## src/npucs_pkg.sv

```systemverilog
// Shared types, command codes and sizing constants for the NPU command sequencer.
// Used by the front decoder, the command queue, the execute unit and the top level.
// No dependencies.
package npucs_pkg;

	localparam int NUM_REGS      = 32;
	localparam int REG_BASE      = 2;
	localparam int PROGRAM_DEPTH = 1024;
	localparam int VALUE_WIDTH   = 16;
	localparam int PC_WIDTH      = 11;
	localparam int REG_IDX_WIDTH = 5;
	localparam int RAW_IDX_WIDTH = 6;
	localparam int QUEUE_DEPTH   = 2;
	localparam int QPTR_WIDTH    = $clog2(QUEUE_DEPTH);
	localparam int QCNT_WIDTH    = $clog2(QUEUE_DEPTH + 1);

	localparam logic [3:0] CMD_NOP       = 4'd0;
	localparam logic [3:0] CMD_SYNC      = 4'd1;
	localparam logic [3:0] CMD_INTR      = 4'd2;
	localparam logic [3:0] CMD_CONV      = 4'd3;
	localparam logic [3:0] CMD_LOOPCOUNT = 4'd4;
	localparam logic [3:0] CMD_LOOP      = 4'd5;
	localparam logic [3:0] CMD_REGWRITE  = 4'd6;
	localparam logic [3:0] CMD_REGINC    = 4'd7;
	localparam logic [3:0] CMD_RESTART   = 4'd8;

	typedef enum logic [3:0] {
		OP_NOP,
		OP_SYNC,
		OP_INTR,
		OP_CONV,
		OP_LOAD_COUNT,
		OP_LOOP,
		OP_REG_WRITE,
		OP_REG_INC,
		OP_RESTART,
		OP_REG_BAD
	} op_t;

	typedef struct packed {
		logic [3:0]  command;
		logic [5:0]  reg_index;
		logic [15:0] reg_value;
		logic [15:0] loop_total;
		logic [10:0] jump_offset;
		logic [7:0]  intr_code;
	} cmd_item_t;

	typedef struct packed {
		logic [10:0] next_pc;
		logic        write_valid;
		logic [4:0]  write_index;
		logic [15:0] write_data;
		logic        conv_start;
		logic        intr_valid;
		logic [7:0]  intr_latched;
		logic        halted;
		logic        program_done;
		logic        fault;
	} result_item_t;

	// Decoded command as it sits in the queue. The argument is the register
	// value for register commands and the loop total for a loop count load.
	typedef struct packed {
		op_t                      op;
		logic [REG_IDX_WIDTH-1:0] reg_num;
		logic [VALUE_WIDTH-1:0]   arg;
		logic [PC_WIDTH-1:0]      offset;
		logic [7:0]               code;
	} op_item_t;

	typedef struct packed {
		logic full;
		logic empty;
	} queue_status_t;

endpackage

```

## src/npu_command_sequencer.sv

```systemverilog
// Top level of the NPU command sequencer.
// Instantiates npucs_front, npucs_queue and npucs_exec; depends on npucs_pkg.
//
// Usage: the fetch side presents one command per transaction on in_valid/in_data
// and holds it while in_stall is high. Each command yields exactly one result
// transaction on out_valid/out_data, in order: next program counter, shadow
// register write, conv start, interrupt latch, halt, program done and fault.
// program_length is loaded through cfg_we/cfg_wdata; the user must load it only while no
// command is in flight, as the block does not enforce it. The front end decodes a command
// combinationally into a two-entry queue at the accepting edge, and the execute unit then
// retires it into the output register. Throughput is one command per cycle while the
// receiver does not stall, as pc, loop counter and shadow register update together.
// When the receiver stalls the result holds in the output register, the queue
// fills, and in_stall rises once both queue entries are occupied.
// Reset clears pc, loop counter, all shadow registers, the interrupt latch,
// program_length and the queue; no clearing pass is needed afterward.
module npu_command_sequencer (
	input  logic                           clk,
	input  logic                           arst_n,
	input  logic                           cfg_we,
	input  logic [npucs_pkg::PC_WIDTH-1:0] cfg_wdata,
	input  logic                           in_valid,
	output logic                           in_stall,
	input  npucs_pkg::cmd_item_t           in_data,
	output logic                           out_valid,
	input  logic                           out_stall,
	output npucs_pkg::result_item_t        out_data
);

	npucs_pkg::op_item_t      dec_item;
	npucs_pkg::op_item_t      q_item;
	npucs_pkg::queue_status_t q_status;
	logic                     q_push;
	logic                     q_pop;

	assign in_stall = q_status.full;
	assign q_push   = in_valid && !q_status.full;

	npucs_front u_front (
		.in_data (in_data),
		.op_item (dec_item)
	);

	npucs_queue u_queue (
		.clk       (clk),
		.arst_n    (arst_n),
		.push      (q_push),
		.push_data (dec_item),
		.pop       (q_pop),
		.pop_data  (q_item),
		.status    (q_status)
	);

	npucs_exec u_exec (
		.clk       (clk),
		.arst_n    (arst_n),
		.cfg_we    (cfg_we),
		.cfg_wdata (cfg_wdata),
		.op_item   (q_item),
		.q_status  (q_status),
		.pop       (q_pop),
		.out_valid (out_valid),
		.out_stall (out_stall),
		.out_data  (out_data)
	);

	// The execute unit must never retire from an empty queue.
	a_pop_nonempty: assert property (@(posedge clk) disable iff (!arst_n)
		q_pop |-> !q_status.empty)
		else $error("execute unit popped an empty queue");

	// With nothing queued, a delivered result leaves the output register empty.
	a_drain: assert property (@(posedge clk) disable iff (!arst_n)
		(out_valid && !out_stall && q_status.empty) |=> !out_valid)
		else $error("result appeared without a queued command");

	// The program counter saturates at the program depth.
	a_pc_range: assert property (@(posedge clk) disable iff (!arst_n)
		out_valid |-> (out_data.next_pc <= npucs_pkg::PC_WIDTH'(npucs_pkg::PROGRAM_DEPTH)))
		else $error("next_pc beyond program depth");

	// A faulting command never writes a shadow register.
	a_fault_no_write: assert property (@(posedge clk) disable iff (!arst_n)
		(q_pop && q_item.op == npucs_pkg::OP_REG_BAD) |=> (out_data.fault && !out_data.write_valid))
		else $error("bad register index produced a write");

endmodule

```

## src/npucs_front.sv

```systemverilog
// Front end of the NPU command sequencer: takes commands and classifies them.
// Checks the register index and packs a decoded op for the command queue.
// Depends on npucs_pkg.
module npucs_front (
	input  npucs_pkg::cmd_item_t     in_data,
	output npucs_pkg::op_item_t      op_item
);

	logic [npucs_pkg::RAW_IDX_WIDTH-1:0] raw_off;
	logic                                idx_ok;

	assign raw_off = in_data.reg_index - npucs_pkg::RAW_IDX_WIDTH'(npucs_pkg::REG_BASE);
	assign idx_ok  = (in_data.reg_index >= npucs_pkg::RAW_IDX_WIDTH'(npucs_pkg::REG_BASE)) &&
	                 (raw_off < npucs_pkg::RAW_IDX_WIDTH'(npucs_pkg::NUM_REGS));

	always_comb begin
		op_item.reg_num = raw_off[npucs_pkg::REG_IDX_WIDTH-1:0];
		op_item.offset  = in_data.jump_offset;
		op_item.code    = in_data.intr_code;
		op_item.arg     = in_data.loop_total;
		case (in_data.command)
			npucs_pkg::CMD_SYNC:      op_item.op = npucs_pkg::OP_SYNC;
			npucs_pkg::CMD_INTR:      op_item.op = npucs_pkg::OP_INTR;
			npucs_pkg::CMD_CONV:      op_item.op = npucs_pkg::OP_CONV;
			npucs_pkg::CMD_LOOPCOUNT: op_item.op = npucs_pkg::OP_LOAD_COUNT;
			npucs_pkg::CMD_LOOP:      op_item.op = npucs_pkg::OP_LOOP;
			npucs_pkg::CMD_REGWRITE: begin
				op_item.arg = in_data.reg_value;
				op_item.op  = idx_ok ? npucs_pkg::OP_REG_WRITE : npucs_pkg::OP_REG_BAD;
			end
			npucs_pkg::CMD_REGINC: begin
				op_item.arg = in_data.reg_value;
				op_item.op  = idx_ok ? npucs_pkg::OP_REG_INC : npucs_pkg::OP_REG_BAD;
			end
			npucs_pkg::CMD_RESTART:   op_item.op = npucs_pkg::OP_RESTART;
			default:                  op_item.op = npucs_pkg::OP_NOP;
		endcase
	end

endmodule

```

## src/npucs_queue.sv

```systemverilog
// Short queue of decoded commands between the front end and the execute unit.
// Registered full and empty flags so neither side sees the other combinationally.
// Depends on npucs_pkg.
module npucs_queue (
	input  logic                      clk,
	input  logic                      arst_n,
	input  logic                      push,
	input  npucs_pkg::op_item_t       push_data,
	input  logic                      pop,
	output npucs_pkg::op_item_t       pop_data,
	output npucs_pkg::queue_status_t  status
);

	npucs_pkg::op_item_t                 entry_q [npucs_pkg::QUEUE_DEPTH];
	logic [npucs_pkg::QPTR_WIDTH-1:0]    wr_ptr_q;
	logic [npucs_pkg::QPTR_WIDTH-1:0]    rd_ptr_q;
	logic [npucs_pkg::QCNT_WIDTH-1:0]    count_q;

	always_ff @(posedge clk or negedge arst_n) begin
		if (!arst_n) begin
			wr_ptr_q <= '0;
			rd_ptr_q <= '0;
			count_q  <= '0;
		end else begin
			if (push) begin
				wr_ptr_q <= wr_ptr_q + 1'b1;
			end
			if (pop) begin
				rd_ptr_q <= rd_ptr_q + 1'b1;
			end
			if (push && !pop) begin
				count_q <= count_q + 1'b1;
			end else if (pop && !push) begin
				count_q <= count_q - 1'b1;
			end
		end
	end

	always_ff @(posedge clk) begin
		if (push) begin
			entry_q[wr_ptr_q] <= push_data;
		end
	end

	assign pop_data     = entry_q[rd_ptr_q];
	assign status.full  = (count_q == npucs_pkg::QCNT_WIDTH'(npucs_pkg::QUEUE_DEPTH));
	assign status.empty = (count_q == '0);

endmodule

```

## src/npucs_exec.sv

```systemverilog
// Execute unit of the NPU command sequencer: program counter, loop counter,
// shadow register file, interrupt latch and the registered result stage.
// Depends on npucs_pkg.
module npucs_exec (
	input  logic                           clk,
	input  logic                           arst_n,
	input  logic                           cfg_we,
	input  logic [npucs_pkg::PC_WIDTH-1:0] cfg_wdata,
	input  npucs_pkg::op_item_t            op_item,
	input  npucs_pkg::queue_status_t       q_status,
	output logic                           pop,
	output logic                           out_valid,
	input  logic                           out_stall,
	output npucs_pkg::result_item_t        out_data
);

	localparam logic [npucs_pkg::PC_WIDTH-1:0] PcMax =
		npucs_pkg::PC_WIDTH'(npucs_pkg::PROGRAM_DEPTH);

	logic [npucs_pkg::PC_WIDTH-1:0]    pc_q;
	logic [npucs_pkg::PC_WIDTH-1:0]    plen_q;
	logic [npucs_pkg::VALUE_WIDTH-1:0] loop_q;
	logic [7:0]                        intr_q;
	logic [npucs_pkg::VALUE_WIDTH-1:0] shadow_q [npucs_pkg::NUM_REGS];
	logic                              out_valid_q;
	npucs_pkg::result_item_t           out_q;

	logic [npucs_pkg::PC_WIDTH-1:0]    pc_inc;
	logic signed [npucs_pkg::PC_WIDTH+1:0] target;
	logic [npucs_pkg::VALUE_WIDTH-1:0] reg_sum;
	logic [npucs_pkg::PC_WIDTH-1:0]    next_pc;
	logic [npucs_pkg::VALUE_WIDTH-1:0] next_loop;
	logic [7:0]                        next_intr;
	logic                              reg_we;
	npucs_pkg::result_item_t           res;

	assign pop    = !q_status.empty && (!out_valid_q || !out_stall);
	assign pc_inc = (pc_q == PcMax) ? pc_q : pc_q + 1'b1;
	assign target = $signed({2'b00, pc_q}) - $signed({2'b00, op_item.offset}) +
	                (npucs_pkg::PC_WIDTH+2)'(1);
	assign reg_sum = shadow_q[op_item.reg_num] + op_item.arg;

	always_comb begin
		next_pc   = pc_inc;
		next_loop = loop_q;
		next_intr = intr_q;
		reg_we    = 1'b0;
		res       = '0;
		case (op_item.op)
			npucs_pkg::OP_SYNC: res.halted = 1'b1;
			npucs_pkg::OP_INTR: begin
				next_intr      = op_item.code;
				res.intr_valid = 1'b1;
			end
			npucs_pkg::OP_CONV: res.conv_start = 1'b1;
			npucs_pkg::OP_LOAD_COUNT: next_loop = op_item.arg;
			npucs_pkg::OP_LOOP: begin
				if (loop_q != '0) begin
					next_loop = loop_q - 1'b1;
					if (target < 0) begin
						res.fault = 1'b1;
						next_pc   = '0;
					end else if (target > $signed({2'b00, PcMax})) begin
						next_pc = PcMax;
					end else begin
						next_pc = target[npucs_pkg::PC_WIDTH-1:0];
					end
				end
			end
			npucs_pkg::OP_REG_WRITE: begin
				reg_we          = 1'b1;
				res.write_valid = 1'b1;
				res.write_index = op_item.reg_num;
				res.write_data  = op_item.arg;
			end
			npucs_pkg::OP_REG_INC: begin
				reg_we          = 1'b1;
				res.write_valid = 1'b1;
				res.write_index = op_item.reg_num;
				res.write_data  = reg_sum;
			end
			npucs_pkg::OP_REG_BAD: res.fault = 1'b1;
			npucs_pkg::OP_RESTART: next_pc = '0;
			default: ;
		endcase
		res.next_pc      = next_pc;
		res.intr_latched = next_intr;
		res.program_done = (next_pc >= plen_q);
	end

	always_ff @(posedge clk or negedge arst_n) begin
		if (!arst_n) begin
			pc_q        <= '0;
			plen_q      <= '0;
			loop_q      <= '0;
			intr_q      <= '0;
			out_valid_q <= 1'b0;
			for (int i = 0; i < npucs_pkg::NUM_REGS; i++) begin
				shadow_q[i] <= '0;
			end
		end else begin
			if (cfg_we) begin
				plen_q <= cfg_wdata;
			end
			if (pop) begin
				pc_q   <= next_pc;
				loop_q <= next_loop;
				intr_q <= next_intr;
				if (reg_we) begin
					shadow_q[op_item.reg_num] <= res.write_data;
				end
			end
			if (pop) begin
				out_valid_q <= 1'b1;
			end else if (!out_stall) begin
				out_valid_q <= 1'b0;
			end
		end
	end

	always_ff @(posedge clk) begin
		if (pop) begin
			out_q <= res;
		end
	end

	assign out_valid = out_valid_q;
	assign out_data  = out_q;

endmodule

```

## config.mk

```make
export PLATFORM = sky130hd
export DESIGN_NAME = npu_command_sequencer
export DESIGN_NICKNAME = d
export VERILOG_FILES = /design/src/npucs_pkg.sv /design/src/npu_command_sequencer.sv /design/src/npucs_front.sv /design/src/npucs_queue.sv /design/src/npucs_exec.sv
export SDC_FILE = /design/constraint.sdc
export NUM_CORES = 1
export LEC_CHECK = 0
export BUFFER_PORTS_ARGS = -buffer_cell sky130_fd_sc_hd__clkbuf_2
export CAP_MARGIN = 20
export CORE_UTILIZATION = 40
export CTS_CLUSTER_DIAMETER = 80
export CTS_CLUSTER_SIZE = 40
export DETAILED_ROUTE_END_ITERATION = 10
export SLEW_MARGIN = 10
export SYNTH_ARGS = -nofsm -noshare
export SYNTH_HDL_FRONTEND = slang
export SYNTH_SLANG_ARGS = --single-unit
```

## constraint.sdc

```tcl
create_clock -name clk -period 6.1 [get_ports clk]
set_clock_uncertainty 0.15 [all_clocks]
set_input_delay 0.305 -clock clk [delete_from_list [all_inputs] [get_ports clk]]
set_output_delay 0.305 -clock clk [all_outputs]
set_load 0.005 [all_outputs]
```

==> impl_results.md, run 1 <==
- Reg area: 18100 µm²
- Count leader, synth: nand2_1
- Clock Path Buffers: 3
- Distinct cells, synth: 86
- Reg2Reg Depth: 18
- WL per Instance: approximately 21 µm
- Hold_sp: cfg_we
- Antenna Cells: 0
- Clock Sinks: 697
- Synth top area share: 44.1%
- Mux contribution to synthesized area: 12.3%
- Register area share after synthesis: 56.6%
- DR iter-0 viols: 1618
- Area leader, netlist: dfrtp_1
- Post-synthesis compound-gate area fraction: 13.0%
- Syn Nets: 3024
- YS warnings: 0
- Overflow after GRT: 0
- PD cells: 416 nW/µm²
- Syn Inst Count: 2901
- RePlAce Congestion: 0.877
- Drt total wl: 85900 µm
- Async SR Flop Fraction: 80.8%
- 1st-pass router iterations: 5
- R2R Path End: u_exec.shadow_q[175]
- Post-cts resize count: 0
- EDFF count, synth: 134
- Hold Crit Depth: 3
- Most instantiated cells after synthesis: nand2_1 (572), dfrtp_1 (563), o21ai_0 (480)
- Area contributors post-synth: dfrtp_1 (44%), edfxtp_1 (13%), mux4_2 (8.5%), o21ai_0 (7.5%), nand2_1 (6.7%)
- I/O pins: between 100 and 150
- P&R area growth vs syn: 13.7%
- Crit. End Element: flip-flop
- # rows: between 100 and 150
- Clk pin slew, worst setup/hold paths: 100 ps
- Cts bufs inserted: 34
- Max Cap Viol: 0
- Die area: ~81000 µm²
- Fillers: 7194
- Kind of critical path: flip-flop to flip-flop
- Main combinational cell family by area after synthesis: compound AO/OA/AOI/OAI gates
- Fin util: a little under half
- Pleak: about 16 nW
- Die Wd: 285 µm
- Synth Area in Adders: 1.85%
- R2R Setup Slk: roughly 380 ps
- Total GRT Usage: 21.4%
- Syn avg cell area: around 11 µm²
- Share of layout cells above drive strength 1: approximately 17%
- Critical Path RT: roughly 6500 ps
- RSZ-0062 raised after global routing: no
- Largest net degree at the start of global routing: 202
- Vias: approximately 23000
- Synth Area in XOR/XNOR: ~1.2%
- Initial Util: between 40% and 50%
- Setup TNS: 0 ps
- CP Max Fanout: 26
- Crit share post-route: 93.8%
- Outcome: finished clean
- Period minus WS final: approximately 5700 ps
- Routed Antenna Nets: 0
- Synth Flop Type: dfrtp_1
- CTS HTree Levels: 2
- R2R Path Start: u_queue.rd_ptr_q
- Core area: 79000 µm²
- DP Wirelength: 58400 µm
- First-pass GRT wire length: around 140000 µm
- Drt drc: 0
- Worst-margin pin slew: 1070 ps
- Synth Area in Simple Gates: 11.9%
- PortBufs: 124
- Die H: between 200 and 300 µm
- Worst Hold Class: input port to flip-flop
- Number of antenna violations at the first check in global routing: 0
- Worst Hold End: u_exec.plen_q[2]
- CTS tree: yes
- Synth Register Bits: 697
- Cell Area, Synth: 32000 µm²
- Vias per cell: 5.54
- Final #Nets: roughly 3200
- Fin. max-slew vios: 0
- Footprint of the multi-input gates: 12900 µm²
- Worst EP arrival: 6100 ps
- Worst setup SP type: flip-flop
- Vias in the first global route: between 20000 and 25000
- Count of final hold-check violations: 0
- Slew headroom: 28.4%
- VDD IR max: 0.228 mV
- Final setup vio count: 0
- Clock Latency Late Sink: around 620 ps
- Clock Root Buffer: clkbuf_16
- Fmax: 0.175 GHz
-- flip-flops by register name, indices dropped and copies added (netlist names) --
name	flops
u_exec.intr_q	8
u_queue.count_q	2
u_queue.entry_q	88
u_queue.wr_ptr_q	1
u_exec.pc_q	11
u_exec.loop_q	16
u_queue.rd_ptr_q	1
u_exec.out_valid	1
u_exec.out_data	46
u_exec.shadow_q	512
u_exec.plen_q	11
-- cells by family (layout without fill, tap and decap cells) --
logic type                 count (synthesis)  after routing
and+or+nand+nor                          889            889
AOI/OAI and AO/OA                        748            748
DFF                                      697            697
buffers and inverters                    247            437
muxes                                    230            230
adders and majority gates                 46             46
xor gates and xnor gates                  44             44
-- worst max-delay path by stage --
stage,startpoint,depth (start not counted),endpoint
finish,u_queue.rd_ptr_q,18,u_exec.shadow_q[175]
global route,u_queue.rd_ptr_q,23,u_exec.out_data[1]
CTS,u_queue.rd_ptr_q,22,u_exec.out_data[1]
detailed placement,u_queue.rd_ptr_q,22,u_exec.out_data[1]
global placement,u_queue.rd_ptr_q,22,u_exec.out_data[1]
floorplan,u_queue.rd_ptr_q,26,u_exec.out_data[1]
-- routing by layer --
| metal | wire length [µm] | track usage (%) | vias to the layer above |
|---|---|---|---|
| li1 | - | - | 10631 |
| met1 | 37200 | 28.6 | 11582 |
| met2 | 41700 | 35.6 | 598 |
| met3 | 4020 | 2.95 | 142 |
| met4 | 3000 | 7.72 | 0 |
| met5 | 0 | 0 | - |
-- what timing repair did --
item	in CTS	in global routing
hold endpoints to repair	193	0
hold buffers	78	0
setup buffers	0	0
-- through the flow --
| step | cells | area, µm² | hold WS [ps] | total power, mW | worst slack (ps) |
|---|---|---|---|---|---|
| 6_report | 4141 | 36400 | 30.4 | 15.1 | 378 |
| 5_1_grt | 4141 | 36400 | 50.8 | 16.0 | 10.9 |
| 4_1_cts | 4138 | 36300 | 4.42 | 15.2 | 415 |
| 3_5_place_dp | 3999 | 34200 | 288 | 12.2 | 448 |
| 3_3_place_gp | 3998 | 34200 | 281 | 12.0 | 440 |
| 2_1_floorplan | 2901 | 32000 | -141 | 9.93 | 158 |
-- critical path, stage by stage, from the launching register on --
cell and delay (ps):
dfrtp_2 570, mux2_8 480, buf_12 260, buf_4 210
mux4_2 500, o22ai_1 410, nor4_1 140, buf_4 160
ha_1 350, a21o_1 180, a21oi_1 150, o21ai_0 100
a21oi_1 150, o21ai_0 130, xnor2_1 250, nor3_2 80
nor3b_4 860, buf_4 300, mux2_2 160
-- cell type report --
class | count | share of cell area (%)
repair buffers | 319 | 6.88
multi-input cells | 1957 | 35.6
clock buffers | 37 | 2.49
clock inverters | 24 | 1.07
flip-flops and latches | 697 | 49.8
well taps | 1050 | 3.61
inverters | 57 | 0.588
-- where the power goes --
part / internal, mW / total (mW) / switching, mW / leakage [nW]
sequential: 5.54 / 5.94 / 0.401 / 9.06
combinational: 2.41 / 6.23 / 3.82 / 5.88
clock: 1.22 / 2.95 / 1.73 / 0.612
-- cell usage in the layout (no fill, tap or decap), types with 6 or more instances in the layout --
master and count:
o21ai_0 477, and3_1 12, o22ai_1 68, buf_12 15
nand4_1 7, a21oi_1 101, o31ai_1 9, o21ai_1 14
nor2_1 152, ha_1 44, mux2_2 63, o211ai_1 6
buf_4 100, clkbuf_2 123, nor4_1 25, xor2_1 19
nor2b_1 7, mux4_2 121, nand3_1 30, clkbuf_16 36
edfxtp_1 134, mux2i_1 38, o21a_1 7, inv_1 55
nor3_1 27, dfrtp_1 562, or3_1 7, dlygate4sd3_1 78
a21o_1 7, nand2b_1 15, xnor2_1 25, a32oi_1 6
nand2_1 572
(Power assumes the default switching activity.)
==> run 2: changes to the inputs <==
--- a/config.mk
+++ b/config.mk
@@ -5,7 +5,7 @@
 export SDC_FILE = /design/constraint.sdc
 export NUM_CORES = 1
 export LEC_CHECK = 0
-export BUFFER_PORTS_ARGS = -buffer_cell sky130_fd_sc_hd__clkbuf_2
+export BUFFER_PORTS_ARGS = -buffer_cell sky130_fd_sc_hd__buf_2
 export CAP_MARGIN = 20
 export CORE_UTILIZATION = 40
 export CTS_CLUSTER_DIAMETER = 80
==> impl_results.md, run 2 (synthesized netlist as in run 1, its figures left out) <==
- Outcome: finished clean (unchanged)
- Fmax: 0.175 GHz (about the same)
- WP depth: 19 (was 18)
- Clock Path Buffers: 3 (unchanged)
- Final Instance Area: 36500 µm² (was 36400 µm²)
- Most frequent cells in the layout: nand2_1 (572), dfrtp_1 (562), o21ai_0 (477), nor2_1 (152), edfxtp_1 (134) (unchanged)
- Clock Latency Late Sink: 660 ps (was 620 ps)
- Crit. End Element: flip-flop (unchanged)
- Post-place instance area: 34200 µm² (about the same)
- Final #Nets: 3202 (was 3189)
- Worst EP arrival: 5960 ps (was 6100 ps)
- Worst Hold Class: input port to flip-flop (unchanged)
- Period minus WS final: 5710 ps (was 5720 ps)
- Setup Buffers After CTS: 0 (unchanged)
- Worst-margin pin slew: 1240 ps (was 1070 ps)
- CP Max Fanout: 33 (was 26)
- CTS HTree Levels: 1 (was 2)
- Total power: 15.1 mW (about the same)
- RePlAce Congestion: 0.906 (was 0.877)
- DR iter-0 viols: 2009 (was 1618)
- Clock Root Buffer: clkbuf_16 (unchanged)
- Max stage delay on crit path: 600 ps (was 860 ps)
- Vias per cell: 5.52 (was 5.54)
- Crit share post-route: 93.7% (was 93.8%)
- CP Cell Sequence: mux2_2, nor2_1, nand2_1, buf_4, o22ai_1, nor4_1, ha_1, inv_1, fa_1, nor2b_1, o31ai_1, a21bo_2, a21oi_1, o41ai_1, o21ai_0, xor2_1, a31oi_2, buf_4, inv_1 (was mux2_8, buf_12, buf_4, mux4_2, o22ai_1, nor4_1, buf_4, ha_1, a21o_1, a21oi_1, o21ai_0, a21oi_1, o21ai_0, xnor2_1, nor3_2, nor3b_4, buf_4, mux2_2)
- Initial Util: 40.5% (unchanged)
- Final setup vio count: 0 (unchanged)
- Worst setup margin: 385 ps (was 378 ps)
- Post-route insts no fill: 4154 (was 4141)
- Worst setup SP type: flip-flop (unchanged)
- Fin util: 46.1% (was 46.0%)
- Setup TNS: 0 ps (unchanged)
- Delay-heaviest family, CP: compound AO/OA/AOI/OAI gates (was multiplexers)
- DP Wirelength: 58500 µm (was 58400 µm)
- Slowest CP cell: dfrtp_2 (was nor3b_4)
- Number of antenna violations at the first check in global routing: 1 (was 0)
- Fin. max-slew vios: 0 (unchanged)
- WP buf/inv: 4 (unchanged)
- RSZ-0062 raised after global routing: no (unchanged)
- Total GRT Usage: 21.2% (was 21.4%)
- Placement Setup Slack: 499 ps (was 448 ps)
- Critical Path RT: 6340 ps (was 6470 ps)
- R2R Setup Slk: 390 ps (was 380 ps)
- Most common cell after layout, fill and taps aside: nand2_1 (unchanged)
- Hold Crit Depth: 3 (unchanged)
- Count of final hold-check violations: 0 (unchanged)
- 1st-pass router iterations: 5 (unchanged)
- Core area: 79000 µm² (unchanged)
- I/O pins: 125 (unchanged)
- Max Cap Viol: 0 (unchanged)
- P&R area growth vs syn: 14.0% (was 13.7%)
- Share of layout cells above drive strength 1: 16.8% (was 17.1%)
- CTS tree: yes (unchanged)
- Kind of critical path: flip-flop to flip-flop (unchanged)
- PortBufs: 124 (unchanged)
- Largest net degree at the start of global routing: 200 (was 202)
- VDD IR max: 0.335 mV (was 0.228 mV)
- Max FFs per register: 512 (unchanged)
- PD cells: 413 nW/µm² (was 416 nW/µm²)
- WL per Instance: 20.7 µm (about the same)
- Vias: 22921 (was 22953)
- Placed cells: 3998 (was 3999)
- Slew headroom: 17.5% (was 28.4%)
- Clock Sinks: 697 (unchanged)
- Routed Antenna Nets: 0 (unchanged)
- Fillers: 7203 (was 7194)
- Largest registers: u_exec.shadow_q (512), u_queue.entry_q (88), u_exec.out_data (46) (unchanged)
- First-pass GRT wire length: 135000 µm (about the same)
- Top reg by flops: u_exec.shadow_q (unchanged)
- Reg2Reg Depth: 19 (was 18)
- Drt total wl: 86000 µm (was 85900 µm)
- # rows: 103 (unchanged)
- Overflow after GRT: 0 (unchanged)
- Min Hold Slack: 36.4 ps (was 30.4 ps)
- Vias in the first global route: 22764 (was 23213)
- Pleak: 15.6 nW (was 15.5 nW)
- Die H: 285 µm (unchanged)
- Cts bufs inserted: 31 (was 34)
- Die Wd: 285 µm (unchanged)
- Clk pin slew, worst setup/hold paths: 120 ps (was 100 ps)
- Die area: 81100 µm² (unchanged)
- Drt drc: 0 (unchanged)
[run 2: changes by cell type in the layout (fill, tap and decap cells not counted), moves of 2 or more]
| cell | before | now |
|---|---|---|
| inv_16 | 3 | 7 |
| clkbuf_16 | 36 | 31 |
| dlygate4sd3_1 | 78 | 96 |
| buf_2 | 0 | 123 |
| inv_6 | 3 | 1 |
| inv_8 | 1 | 4 |
| clkbuf_2 | 123 | 0 |
| clkinv_8 | 4 | 2 |
| clkinv_2 | 2 | 0 |
[run 2: routing by layer]
metal | routed length, µm | GRT usage, % | part of all wire [%] | vias to the layer above
met5 | 0 | 0 | 0 | -
met4 | 2630 | 6.16 | 3.1 | 0
met3 | 4740 | 2.94 | 5.5 | 134
met2 | 41600 | 35.3 | 48 | 660
met1 | 36900 | 28.9 | 43 | 11472
li1 | - | - | - | 10655
[run 2: final timing paths]
| kind | start | end |
|---|---|---|
| worst max-delay path | u_queue.rd_ptr_q | u_exec.out_data[27] |
| worst max register to register | u_queue.rd_ptr_q | u_exec.out_data[27] |
| min in group asynchronous | arst_n | u_exec.plen_q[1] |
| worst min-delay path | in_data[53] | u_queue.entry_q[1][39] |
| max in group asynchronous | arst_n | u_exec.shadow_q[200] |
| worst min register to register | u_exec.shadow_q[360] | u_exec.shadow_q[360] |
[run 2: layout make-up]
cell class	count	area [µm²]	share of cell area, %
sequential	697	18100	49.7
multi-input combinational	1957	12900	35.5
timing repair buffer	335	2650	7.27
tap	1050	1310	3.60
clock buffer	32	779	2.14
clock inverter	25	444	1.22
inverter	57	214	0.587
antenna	1	2.50	0.00686
[run 2: timing repair]
item	CTS	global route
endpoints found under the hold margin	178	0
gates resized for setup	0	0
endpoints found under the setup margin	0	0
hold buffers	96	0
[run 2: power breakdown]
part	internal (mW)	leakage (nW)	switching [mW]
registers	5.54	9.06	0.395
clock network	1.10	0.581	1.77
logic	2.42	5.91	3.84
total	9.06	15.6	6.00
[run 2: worst reg2reg max path, cell delays in order (launching register included)]
cell and delay [ps]:
dfrtp_2 600, mux2_2 480, nor2_1 240, nand2_1 390, buf_4 310, o22ai_1 300
nor4_1 120, ha_1 230, inv_1 80, fa_1 220, nor2b_1 80, o31ai_1 390
a21bo_2 230, a21oi_1 100, o41ai_1 500, o21ai_0 190, xor2_1 190, a31oi_2 190
buf_4 380, inv_1 90
